### src/design/fmsrt_pkg.sv
// Shared types and constants of the FM register and timer block.
// No dependencies.
`timescale 1ns / 1ps
package fmsrt_pkg;

    localparam int unsigned C_TIMER_A_PERIOD = 144;
    localparam int unsigned C_TIMER_B_PERIOD = 2304;
    localparam int unsigned CHANNELS         = 6;
    localparam int unsigned OPERATORS        = 4;

    localparam int unsigned TUSER_W = 4;
    localparam int unsigned TDATA_W = 32;
    localparam int unsigned DIV_W   = 17;
    localparam int unsigned CNT_W   = 5;

    localparam logic [1:0] ACT_WRITE = 2'd0;
    localparam logic [1:0] ACT_CLOCK = 2'd1;
    localparam logic [1:0] ACT_READ  = 2'd2;

    localparam logic [7:0] REG_TA_HI   = 8'h24;
    localparam logic [7:0] REG_TA_LO   = 8'h25;
    localparam logic [7:0] REG_TB      = 8'h26;
    localparam logic [7:0] REG_TCTRL   = 8'h27;
    localparam logic [7:0] REG_KEY     = 8'h28;
    localparam logic [7:0] REG_OP_BASE = 8'h30;
    localparam logic [7:0] REG_CH_BASE = 8'hA0;
    localparam logic [3:0] GRP_TL      = 4'h4;
    localparam logic [7:0] REG_FNUM_LO = 8'hA0;
    localparam logic [7:0] REG_FNUM_HI = 8'hA4;
    localparam logic [7:0] REG_ALG     = 8'hB0;
    localparam logic [1:0] CH_NONE     = 2'd3;

    localparam logic [1:0] C_SLOT [4] = '{2'd0, 2'd2, 2'd1, 2'd3};

    typedef struct packed {
        logic idle;
        logic accept;
        logic sel;
        logic start_pre;
        logic step;
        logic end_pre;
        logic end_mod;
        logic finish;
    } t_cmd;

    typedef struct packed {
        logic is_clock;
        logic div_done;
        logic need_mod;
        logic out_free;
    } t_sts;

endpackage

### src/design/fmsrt_ctrl.sv
// Sequencer of the FM register and timer block: on a clock item, walks both timers through the divider.
// Depends on fmsrt_pkg.
`timescale 1ns / 1ps
module fmsrt_ctrl import fmsrt_pkg::*; (
    input  logic i_clk,
    input  logic i_rst_n,
    input  logic i_valid,
    input  t_sts i_sts,
    output t_cmd o_cmd
);
    localparam logic [2:0] S_IDLE = 3'd0;
    localparam logic [2:0] S_LD   = 3'd1;
    localparam logic [2:0] S_DIVP = 3'd2;
    localparam logic [2:0] S_ENDP = 3'd3;
    localparam logic [2:0] S_DIVM = 3'd4;
    localparam logic [2:0] S_ENDM = 3'd5;
    localparam logic [2:0] S_DONE = 3'd6;

    logic [2:0] r_state, n_state;
    logic       r_sel, n_sel;

    always_comb begin
        n_state = r_state;
        n_sel   = r_sel;
        o_cmd   = '0;
        o_cmd.sel = r_sel;
        case (r_state)
            S_IDLE: begin
                o_cmd.idle   = 1'b1;
                o_cmd.accept = i_valid;
                n_sel        = 1'b0;
                if (i_valid) begin
                    n_state = i_sts.is_clock ? S_LD : S_DONE;
                end
            end
            S_LD: begin
                o_cmd.start_pre = 1'b1;
                n_state         = S_DIVP;
            end
            S_DIVP: begin
                if (i_sts.div_done) begin
                    n_state = S_ENDP;
                end else begin
                    o_cmd.step = 1'b1;
                end
            end
            S_ENDP: begin
                o_cmd.end_pre = 1'b1;
                if (i_sts.need_mod) begin
                    n_state = S_DIVM;
                end else if (!r_sel) begin
                    n_sel   = 1'b1;
                    n_state = S_LD;
                end else begin
                    n_state = S_DONE;
                end
            end
            S_DIVM: begin
                if (i_sts.div_done) begin
                    n_state = S_ENDM;
                end else begin
                    o_cmd.step = 1'b1;
                end
            end
            S_ENDM: begin
                o_cmd.end_mod = 1'b1;
                if (!r_sel) begin
                    n_sel   = 1'b1;
                    n_state = S_LD;
                end else begin
                    n_state = S_DONE;
                end
            end
            S_DONE: begin
                if (i_sts.out_free) begin
                    o_cmd.finish = 1'b1;
                    n_state      = S_IDLE;
                end
            end
            default: n_state = S_IDLE;
        endcase
    end

    always_ff @(posedge i_clk) begin
        if (!i_rst_n) begin
            r_state <= S_IDLE;
            r_sel   <= 1'b0;
        end else begin
            r_state <= n_state;
            r_sel   <= n_sel;
        end
    end

endmodule

### config.mk
export PLATFORM = sky130hd
export DESIGN_NAME = fmsrt_ctrl
export DESIGN_NICKNAME = d
export VERILOG_FILES = /design/src/design/fmsrt_pkg.sv /design/src/design/fmsrt_ctrl.sv
export SDC_FILE = /design/constraint.sdc
export NUM_CORES = 1
export LEC_CHECK = 0
export BUFFER_PORTS_ARGS = -buffer_cell sky130_fd_sc_hd__buf_4
export CORE_AREA = 2 2 39 41
export CTS_CLUSTER_DIAMETER = 150
export CTS_CLUSTER_SIZE = 14
export DETAILED_ROUTE_END_ITERATION = 7
export DIE_AREA = 0 0 41 43
export SLEW_MARGIN = 25
export SYNTH_ARGS = -nofsm -noshare
export SYNTH_HDL_FRONTEND = slang
export SYNTH_SLANG_ARGS = --single-unit
### constraint.sdc
create_clock -name i_clk -period 1.95 [get_ports i_clk]
set_input_delay 0.2925 -clock i_clk [delete_from_list [all_inputs] [get_ports i_clk]]
set_output_delay 0.2925 -clock i_clk [all_outputs]
set_load 0.1 [all_outputs]
Word-level counts from Yosys, hierarchy flattened --
Cells that the tools add are included.
Word-level totals: memories kept 0, bits in registers 4, memory bits (writable) 0, input port bits 7, memory bits (read-only) 0, latch bits 0, word-level logic and storage cells 36, output and inout bits 8
Operators by class: shifts and indexed selects 0, $add $sub $neg 0, multiplexer cells 18, equal/unequal tests 11, reduce and logical (&&, ||, !) cells 5, div/mod/pow operators 0, $mul 0, order comparisons 0, bitwise operators 0
Operators with widths (count):
- $mux 3 | 7
- $pmux 3 s7 | 1
- $ne 2x2->1 const B | 5
- $eq 3x3->1 const B | 3
- $mux 1 | 8
- $eq 3x2->1 const B | 2
- $reduce_and 4->1 | 1
- $eq 3x1->1 const B | 1
- $logic_not 3->1 | 1
- $pmux 1 s3 | 1
- $reduce_bool 3->1 | 1
- $mux 2 | 1
- $reduce_and 2->1 | 1
- $reduce_or 2->1 | 1

Depth between registers and ports, before layout --
Gate-level depths: netlist (run 1).
depth in word-level cells 3, mapped depth 6, mapped depth without buffers 4

Worst setup path before layout (run 1) --
Ideal clock, no wire load.
kind reg-to-output, start register r_state[1], end output port o_cmd[6] in the netlist's numbering, path buffers 2, arrival 3.565 ns, cell stages (with the launch flop) 5, required time 1.657 ns, path slack -1.907 ns, path through dfxtp_1 buf_6 buf_6 nor3_1 and2_1
RTL lines:
- start: declaration | RTL line fmsrt_ctrl.sv:19 | logic [2:0] r_state, n_state;
- start signal: assignment | RTL line fmsrt_ctrl.sv:89 | r_state <= n_state;
- end: declaration | RTL line fmsrt_ctrl.sv:9 | output t_cmd o_cmd

==> results of run 1 <==
==> cells by family after synthesis <==
kind of cell	Yosys count	synth area share, %
mux	1	2.53
xor+xnor	1	2.22
buf+inv	6	11.7
flops	4	20.3
compound gates	14	25.6
simple gates	24	37.7
==> critical path, stage by stage, from the launching register on <==
cell,delay [ns]
dfxtp_1,0.61
and2b_2,0.25
nor2b_2,0.13
buf_4,0.29
==> path summary, 6_finish.rpt <==
check | cells past startpoint | slack, ns | endpoint
worst max register to register | 5 | 0.48 | r_state[1]$_SDFFE_PN0P_
worst max-delay path | 3 | 0.14 | o_cmd[4]
worst min-delay path | 3 | 0.34 | r_state[1]$_SDFFE_PN0P_
worst min register to register | 2 | 0.62 | r_sel$_SDFFE_PN0P_
==> layer usage <==
layer / vias to the layer above / share of wire, % / GRT usage, %
met1: 188 / 41 / 15.1
met5: - / 0 / 0
met2: 10 / 53 / 21.6
li1: 206 / - / -
met3: 2 / 4.9 / 3.14
met4: 0 / 0.90 / 8.00
==> sequential cells by signal, summed over array words and instances, names as in the netlist <==
signal and cells:
r_state 3, r_sel 1
==> stage by stage <==
| stage | utilization (%) | instance area, um2 |
|---|---|---|
| after detailed placement | 38.1 | 527 |
| after global placement | 38.1 | 527 |
| after global routing | 39.7 | 549 |
| after CTS | 39.7 | 549 |
| final | 39.7 | 549 |
| after floorplan | - | 422 |
==> cells in the final DEF (no fill, tap or decap) <==
cell type / Yosys / final
a211oi_1: 1 / 1
a211oi_2: 1 / 1
a21oi_1: 3 / 3
a311oi_1: 1 / 1
a31oi_1: 1 / 1
a32oi_2: 1 / 1
and2_1: 2 / 1
and2_2: 0 / 1
and2b_2: 2 / 2
and3_1: 1 / 1
and3b_2: 1 / 1
buf_4: 2 / 17
clkbuf_4: 0 / 3
dfxtp_1: 4 / 4
inv_1: 1 / 1
mux2i_1: 1 / 1
nand2_1: 3 / 3
nand2b_1: 2 / 2
nand2b_4: 1 / 1
nand3_1: 1 / 1
nor2_1: 3 / 3
nor2b_1: 3 / 2
nor2b_2: 0 / 1
nor3_1: 3 / 1
nor3_4: 0 / 2
nor3b_1: 2 / 2
o21a_1: 1 / 1
o21ai_0: 3 / 3
o21ai_1: 1 / 1
o31ai_1: 1 / 1
xnor2_1: 1 / 1
==> cell type report <==
type | instances | area [um2]
Fill cell | 149 | 835
Multi-Input combinational cell | 40 | 295
Timing Repair Buffer | 17 | 128
Sequential cell | 4 | 80.1
Clock buffer | 3 | 22.5
Tap cell | 16 | 20.0
Inverter | 1 | 3.75
==> flow_metrics.env, run 1 <==
export IMPL_synth_async_sr_flop_share_pct=0
export IMPL_synth_edf_count=0
export IMPL_finalHoldViolCount=0
export IMPL_area_growth_pct=38.9
export IMPL_syn_num_nets=57
export IMPL_h_tree_depth=1
export IMPL_yosysTopAreaCell="dfxtp_1"
export IMPL_postCtsSetupBuffers=0
export IMPL_via_count=406
export IMPL_worstPathRequired_ns=1.66
export IMPL_period_share_pct=92.8
export IMPL_yosysUniqueCellTypes=29
export IMPL_synth_top_area_share_pct=20.3
export IMPL_cts_buffer_depth=2
export IMPL_cts_resized=0
export IMPL_grt_usage_pct=13.5
export IMPL_io_buffer_count=14
export IMPL_finalSetupViolations=0
export IMPL_cts_root_buf="clkbuf_4"
export IMPL_grt_first_pass_wirelength_um=1610
export IMPL_yosys_register_bits=4
export IMPL_first_global_vias=398
export IMPL_core_area_um2=1380
export IMPL_syn_cell_area_um2=395
export IMPL_yosys_warnings=0
export IMPL_dieArea_um2=1760
export IMPL_syn_avg_cell_area_um2=7.91
export IMPL_via_per_inst=5.01
export IMPL_fmax_mhz=553
export IMPL_worstSetupStartpointType="flop"
export IMPL_clk_pin_slew_ns=0.04
export IMPL_grt_overflow=0
export IMPL_layout_nets=74
export IMPL_wl_per_cell_um=11.0
export IMPL_gp_congestion=0.802
export IMPL_cp_end_kind="output pin"
export IMPL_post_place_ws_ns=0.394
export IMPL_drv_slew=0
export IMPL_setup_worst_path_start="r_state[0]$_SDFFE_PN0P_"
export IMPL_hold_path_class="in2reg"
export IMPL_numCtsBuffers=3
export IMPL_drt_total_wl_um=893
export IMPL_synthTopCellsByArea="dfxtp_1 20%, buf_6 5.7%, nor2b_1 4.7%, and2b_2 4.4%, a32oi_2 4.1%"
export IMPL_antenna_found_initial=0
export IMPL_clock_sinks=4
export IMPL_initial_utilization_pct=28.6
export IMPL_grt_max_degree=13
export IMPL_cts_tree="built"
export IMPL_yosysSeqAreaShare_pct=20.3
export IMPL_cts_hold_buf=0
export IMPL_drive_gt1_share_pct=46.2
export IMPL_rsz0062_at_grt="no"
export IMPL_fin_hold_ws_ns=0.340
export IMPL_setup_tns_ns=0
export IMPL_clk_latency_ns=0.24
export IMPL_maxCapViolCount=0
export IMPL_synthCells=50
export IMPL_critPathKind="reg2out"
export IMPL_dr_first_iter_drc_count=4
export IMPL_relSlewSlack_pct=68.4
export IMPL_die_w_um=41
export IMPL_post_route_min_period_ns=1.81
export IMPL_dp_cells=78
export IMPL_r2r_start="r_state[1]$_SDFFE_PN0P_"
export IMPL_fp_row_count=14
export IMPL_drt_first_pass_iters=4
export IMPL_ios=15
export IMPL_hp_start="i_rst_n"
export IMPL_worst_ep_arrival_time_ns=1.52
export IMPL_ant_nets=0
export IMPL_insertedDiodeCount=0
export IMPL_finalClockSkew_ns=0.00845
export IMPL_crit_fanout=12
export IMPL_tightest_slew_ns=0.473
export IMPL_fin_ws_ns=0.141
export IMPL_synth_flop_cell="dfxtp_1"
export IMPL_synth_most_common_cell="dfxtp_1"
export IMPL_status="completed"
export IMPL_die_y_um=43
export IMPL_final_cells=81
export IMPL_dp_hpwl_um=680
export IMPL_drc=0
Power of run 1 is left out: the tool's default activity adds up to more than one toggle a clock period on the data nets, which glitch-free logic cannot reach.
==> inputs of run 2 (changes only) <==
ABC_AREA = 1   (was unset)
==> flow_metrics.env, run 2 <==
export IMPL_h_tree_depth=1
export IMPL_yosysSeqAreaShare_pct=21.1
export IMPL_grt_overflow=0
export IMPL_fin_hold_ws_ns=0.340
export IMPL_grt_max_degree=9
export IMPL_hold_path_class="in2reg"
export IMPL_die_y_um=43
export IMPL_drive_gt1_share_pct=36.3
export IMPL_first_global_vias=335
export IMPL_core_area_um2=1380
export IMPL_synth_flop_cell="dfxtp_1"
export IMPL_synth_commonest_cells="14 x nand2_1, 11 x inv_1, 10 x nor2_1, 5 x nand3_1, 4 x dfxtp_1"
export IMPL_yosysTopAreaCell="dfxtp_1"
export IMPL_drt_total_wl_um=826
export IMPL_cts_tree="built"
export IMPL_layout_nets=89
export IMPL_maxCapViolCount=0
export IMPL_r2r_start="r_state[0]$_SDFFE_PN0P_"
export IMPL_die_w_um=41
export IMPL_layout_common_cells="14 x nand2_1, 14 x buf_4, 11 x inv_1"
export IMPL_status="completed"
export IMPL_synth_edf_count=0
export IMPL_cts_hold_buf=0
export IMPL_postCtsSetupBuffers=0
export IMPL_yosysUniqueCellTypes=19
export IMPL_cts_root_buf="clkbuf_4"
export IMPL_syn_avg_cell_area_um2=5.74
export IMPL_fmax_mhz=568
export IMPL_crit_fanout=8
export IMPL_reg_top3="r_state (3), r_sel (1)"
export IMPL_synthCells=66
export IMPL_numCtsBuffers=3
export IMPL_antenna_found_initial=0
export IMPL_synth_async_sr_flop_share_pct=0
export IMPL_hp_start="i_rst_n"
export IMPL_finalHoldViolCount=0
export IMPL_largest_reg_flops=3
export IMPL_rsz0062_at_grt="no"
export IMPL_via_per_inst=4.53
export IMPL_yosys_warnings=0
export IMPL_syn_cell_area_um2=379
export IMPL_fp_row_count=14
export IMPL_syn_num_nets=73
export IMPL_gp_congestion=0.822
export IMPL_setup_worst_path_start="r_state[1]$_SDFFE_PN0P_"
export IMPL_worst_ep_arrival_time_ns=1.47
export IMPL_final_cells=96
export IMPL_yosys_register_bits=4
export IMPL_clk_pin_slew_ns=0.04
export IMPL_drt_first_pass_iters=4
export IMPL_dieArea_um2=1760
export IMPL_finalClockSkew_ns=0.00140
export IMPL_clock_sinks=4
export IMPL_relSlewSlack_pct=76.5
export IMPL_tightest_slew_ns=0.352
export IMPL_drc=0
export IMPL_critPathKind="reg2out"
export IMPL_dr_first_iter_drc_count=13
export IMPL_synthTopCellsByArea="dfxtp_1 21%, nand2_1 14%, inv_1 11%, nor2_1 9.9%, nand3_1 6.6%"
export IMPL_period_share_pct=90.3
export IMPL_ant_nets=0
export IMPL_io_buffer_count=14
export IMPL_top_register="r_state"
export IMPL_grt_first_pass_wirelength_um=1300
export IMPL_synth_top_area_share_pct=21.1
export IMPL_finalSetupViolations=0
export IMPL_dp_hpwl_um=689
export IMPL_via_count=435
export IMPL_grt_usage_pct=11.2
export IMPL_final_util_pct=37.2
export IMPL_cts_resized=0
export IMPL_insertedDiodeCount=0
export IMPL_initial_utilization_pct=27.4
export IMPL_post_route_min_period_ns=1.76
export IMPL_cp_end_kind="output pin"
export IMPL_final_fill_count=153
export IMPL_wl_per_cell_um=8.60
export IMPL_area_growth_pct=35.6
export IMPL_worstSetupStartpointType="flop"
export IMPL_dp_cells=93
export IMPL_cts_buffer_depth=2
export IMPL_ios=15
export IMPL_synth_most_common_cell="nand2_1"
export IMPL_drv_slew=0
export IMPL_worstPathRequired_ns=1.66
export IMPL_clk_latency_ns=0.23
==> run 2: cell types whose count changed in the layout (fill, tap and decap cells not counted), moves of 3 or more <==
cell     previous run  this run
nand3_1             1         5
inv_1               1        11
nand2_1             3        14
nor2_2              0         3
nor2_1              3         8
buf_4              17        14
==> run 2: metrics by stage <==
stage               cell area (um2)  setup slack (ns)  TNS [ns]
finish                          514             0.190         0
CTS                             514             0.182         0
detailed placement              492             0.426         0
global route                    514            0.0774         0
global placement                492             0.466         0
floorplan                       389           -0.0343   -0.0343
==> run 2: per-layer routing <==
layer,GRT usage (%),vias to the layer above,part of all wire [%]
met3,6.28,0,7.6
met2,15.0,12,47
met4,6.00,0,0
met1,13.8,191,45
li1,-,232,-
met5,0,-,0
==> run 2: worst paths after layout <==
| check | to | slack (ns) | depth (start not counted) |
|---|---|---|---|
| max | o_cmd[3] | 0.19 | 5 |
| max reg2reg | r_state[1]$_SDFFE_PN0P_ | 0.69 | 6 |
| min reg2reg | r_state[2]$_SDFFE_PN0P_ | 0.56 | 2 |
| min | r_state[0]$_SDFFE_PN0P_ | 0.34 | 3 |
==> run 2: cells by family after synthesis <==
kind of cell	share of synthesized area (%)
compound gates	8.58
buf+inv	20.1
simple gates	50.2
flops	21.1
==> run 2: worst max-delay path: stages (launching register included) <==
cell and delay (ns):
dfxtp_1 0.52, clkinv_2 0.13, nand2_2 0.12, nand4_2 0.09, inv_1 0.10, buf_4 0.29
==> run 2: final cells by class <==
cell class              count  area [um2]  area share (%)
repair buffers             14         105            20.4
multi-input cells          45         233            45.3
flip-flops and latches      4        80.1            15.6
clock buffers               3        22.5            4.38
well taps                  16        20.0            3.89
inverters                  14        53.8            10.5
Power of run 2 is left out for the same reason.
==> inputs of run 3 (changes only) <==
--- a/constraint.sdc
+++ b/constraint.sdc
@@ -3,2 +3,2 @@
 set_output_delay 0.2925 -clock i_clk [all_outputs]
-set_load 0.1 [all_outputs]
+set_load 0.02 [all_outputs]
==> flow_metrics.env, run 3 (synthesis gave the netlist of run 2 again) <==
export IMPL_critPathKind="reg2out"
export IMPL_core_area_um2=1380
export IMPL_cts_buffer_depth=2
export IMPL_layout_common_cells="14 x nand2_1, 14 x buf_4, 11 x inv_1"
export IMPL_r2r_start="r_state[1]$_SDFFE_PN0P_"
export IMPL_cts_root_buf="clkbuf_4"
export IMPL_grt_overflow=0
export IMPL_layout_nets=89
export IMPL_irDropWorstVdd_mv=0.470
export IMPL_wl_per_cell_um=9.16
export IMPL_grt_usage_pct=10.9
export IMPL_regToRegEndpoint="r_state[0]$_SDFFE_PN0P_"
export IMPL_finalClockSkew_ns=0.00540
export IMPL_dr_first_iter_drc_count=5
export IMPL_drv_slew=0
export IMPL_reg2regPathDepth=7
export IMPL_reg_top3="r_state (3), r_sel (1)"
export IMPL_fin_hold_ws_ns=0.341
export IMPL_setup_worst_path_start="r_state[1]$_SDFFE_PN0P_"
export IMPL_ios=15
export IMPL_tightest_slew_ns=0.339
export IMPL_antenna_found_initial=0
export IMPL_fp_row_count=14
export IMPL_die_w_um=41
export IMPL_io_buffer_count=14
export IMPL_ant_nets=0
export IMPL_fmax_mhz=623
export IMPL_clk_pin_slew_ns=0.04
export IMPL_drc=0
export IMPL_gp_congestion=0.827
export IMPL_worstSetupStartpointType="flop"
export IMPL_post_route_cell_area_um2=504
export IMPL_first_global_vias=347
export IMPL_post_route_min_period_ns=1.60
export IMPL_drt_first_pass_iters=4
export IMPL_dp_hpwl_um=732
export IMPL_via_count=445
export IMPL_grt_first_pass_wirelength_um=1330
export IMPL_cts_tree="built"
export IMPL_final_fill_count=158
export IMPL_top_register="r_state"
export IMPL_relSlewSlack_pct=77.4
export IMPL_worst_ep_arrival_time_ns=1.31
export IMPL_postCtsSetupBuffers=0
export IMPL_dp_cells=93
export IMPL_grt_max_degree=9
export IMPL_area_growth_pct=33.0
export IMPL_hold_path_class="in2reg"
export IMPL_h_tree_depth=1
export IMPL_dieArea_um2=1760
export IMPL_endpoint="o_cmd[3]"
export IMPL_finalSetupViolations=0
export IMPL_maxCapViolCount=0
export IMPL_cts_hold_buf=0
export IMPL_die_y_um=43
export IMPL_period_share_pct=82.3
export IMPL_final_util_pct=36.4
export IMPL_cts_resized=0
export IMPL_cp_end_kind="output pin"
export IMPL_clk_latency_ns=0.23
export IMPL_insertedDiodeCount=0
export IMPL_ff2ff_setup_slack_ns=0.72
export IMPL_rsz0062_at_grt="no"
export IMPL_drt_total_wl_um=879
export IMPL_post_dp_cell_area_um2=482
export IMPL_p_leak_uw=0.000284
export IMPL_status="completed"
export IMPL_via_per_inst=4.64
export IMPL_final_cells=96
export IMPL_numCtsBuffers=3
export IMPL_initial_utilization_pct=27.4
export IMPL_setup_tns_ns=0
export IMPL_worstPathRequired_ns=1.66
export IMPL_finalHoldViolCount=0
export IMPL_power_density_nw_per_um2=1430
export IMPL_clock_sinks=4
export IMPL_largest_reg_flops=3
export IMPL_crit_fanout=8
export IMPL_drive_gt1_share_pct=32.5
[run 3: cell counts in the layout (fill, tap and decap cells not counted)]
Identical to the previous run, type by type.
[run 3: worst min-delay path by stage]
stage                            startpoint                       to  cells past startpoint
detailed placement  r_state[2]$_SDFFE_PN0P_  r_state[2]$_SDFFE_PN0P_                      2
global placement    r_state[2]$_SDFFE_PN0P_  r_state[2]$_SDFFE_PN0P_                      2
CTS                                 i_rst_n  r_state[0]$_SDFFE_PN0P_                      3
floorplan                           i_rst_n  r_state[0]$_SDFFE_PN0P_                      2
finish                              i_rst_n  r_state[0]$_SDFFE_PN0P_                      3
global route                        i_rst_n  r_state[1]$_SDFFE_PN0P_                      3
[run 3: through the flow]
step / total power, uW / setup WS [ns]
3_5_place_dp: 627 / 0.586
3_3_place_gp: 625 / 0.625
5_1_grt: 800 / 0.255
6_report: 721 / 0.346
4_1_cts: 732 / 0.335
2_1_floorplan: 510 / 0.677
[run 3: area by class of cell]
| cell class | count | area [um2] | area share (%) |
|---|---|---|---|
| well taps | 16 | 20.0 | 3.97 |
| flip-flops and latches | 4 | 80.1 | 15.9 |
| multi-input cells | 45 | 223 | 44.2 |
| inverters | 14 | 53.8 | 10.7 |
| repair buffers | 14 | 105 | 20.8 |
| clock buffers | 3 | 22.5 | 4.47 |
[run 3: critical path, stage by stage (launching register included)]
cell,delay [ns]
dfxtp_1,0.51
clkinv_2,0.13
nand2_2,0.11
nand4_2,0.08
inv_1,0.10
buf_4,0.14
[run 3: metal layers]
| metal | track usage (%) | vias up | part of all wire (%) |
|---|---|---|---|
| li1 | - | 235 | - |
| met1 | 13.8 | 191 | 45 |
| met2 | 16.9 | 19 | 49 |
| met3 | 3.14 | 0 | 6.0 |
| met4 | 4.00 | 0 | 0 |
| met5 | 0 | - | 0 |
[run 3: where the power goes]
part           total [uW]  switching, uW  leakage (uW)  internal (uW)
clock network        97.1           28.7     0.0000138           68.4
registers             167           58.4     0.0000328            109
logic                 457            280      0.000237            177
total                 721            367      0.000284            355
No activity file was read; power rests on OpenSTA's default activity.
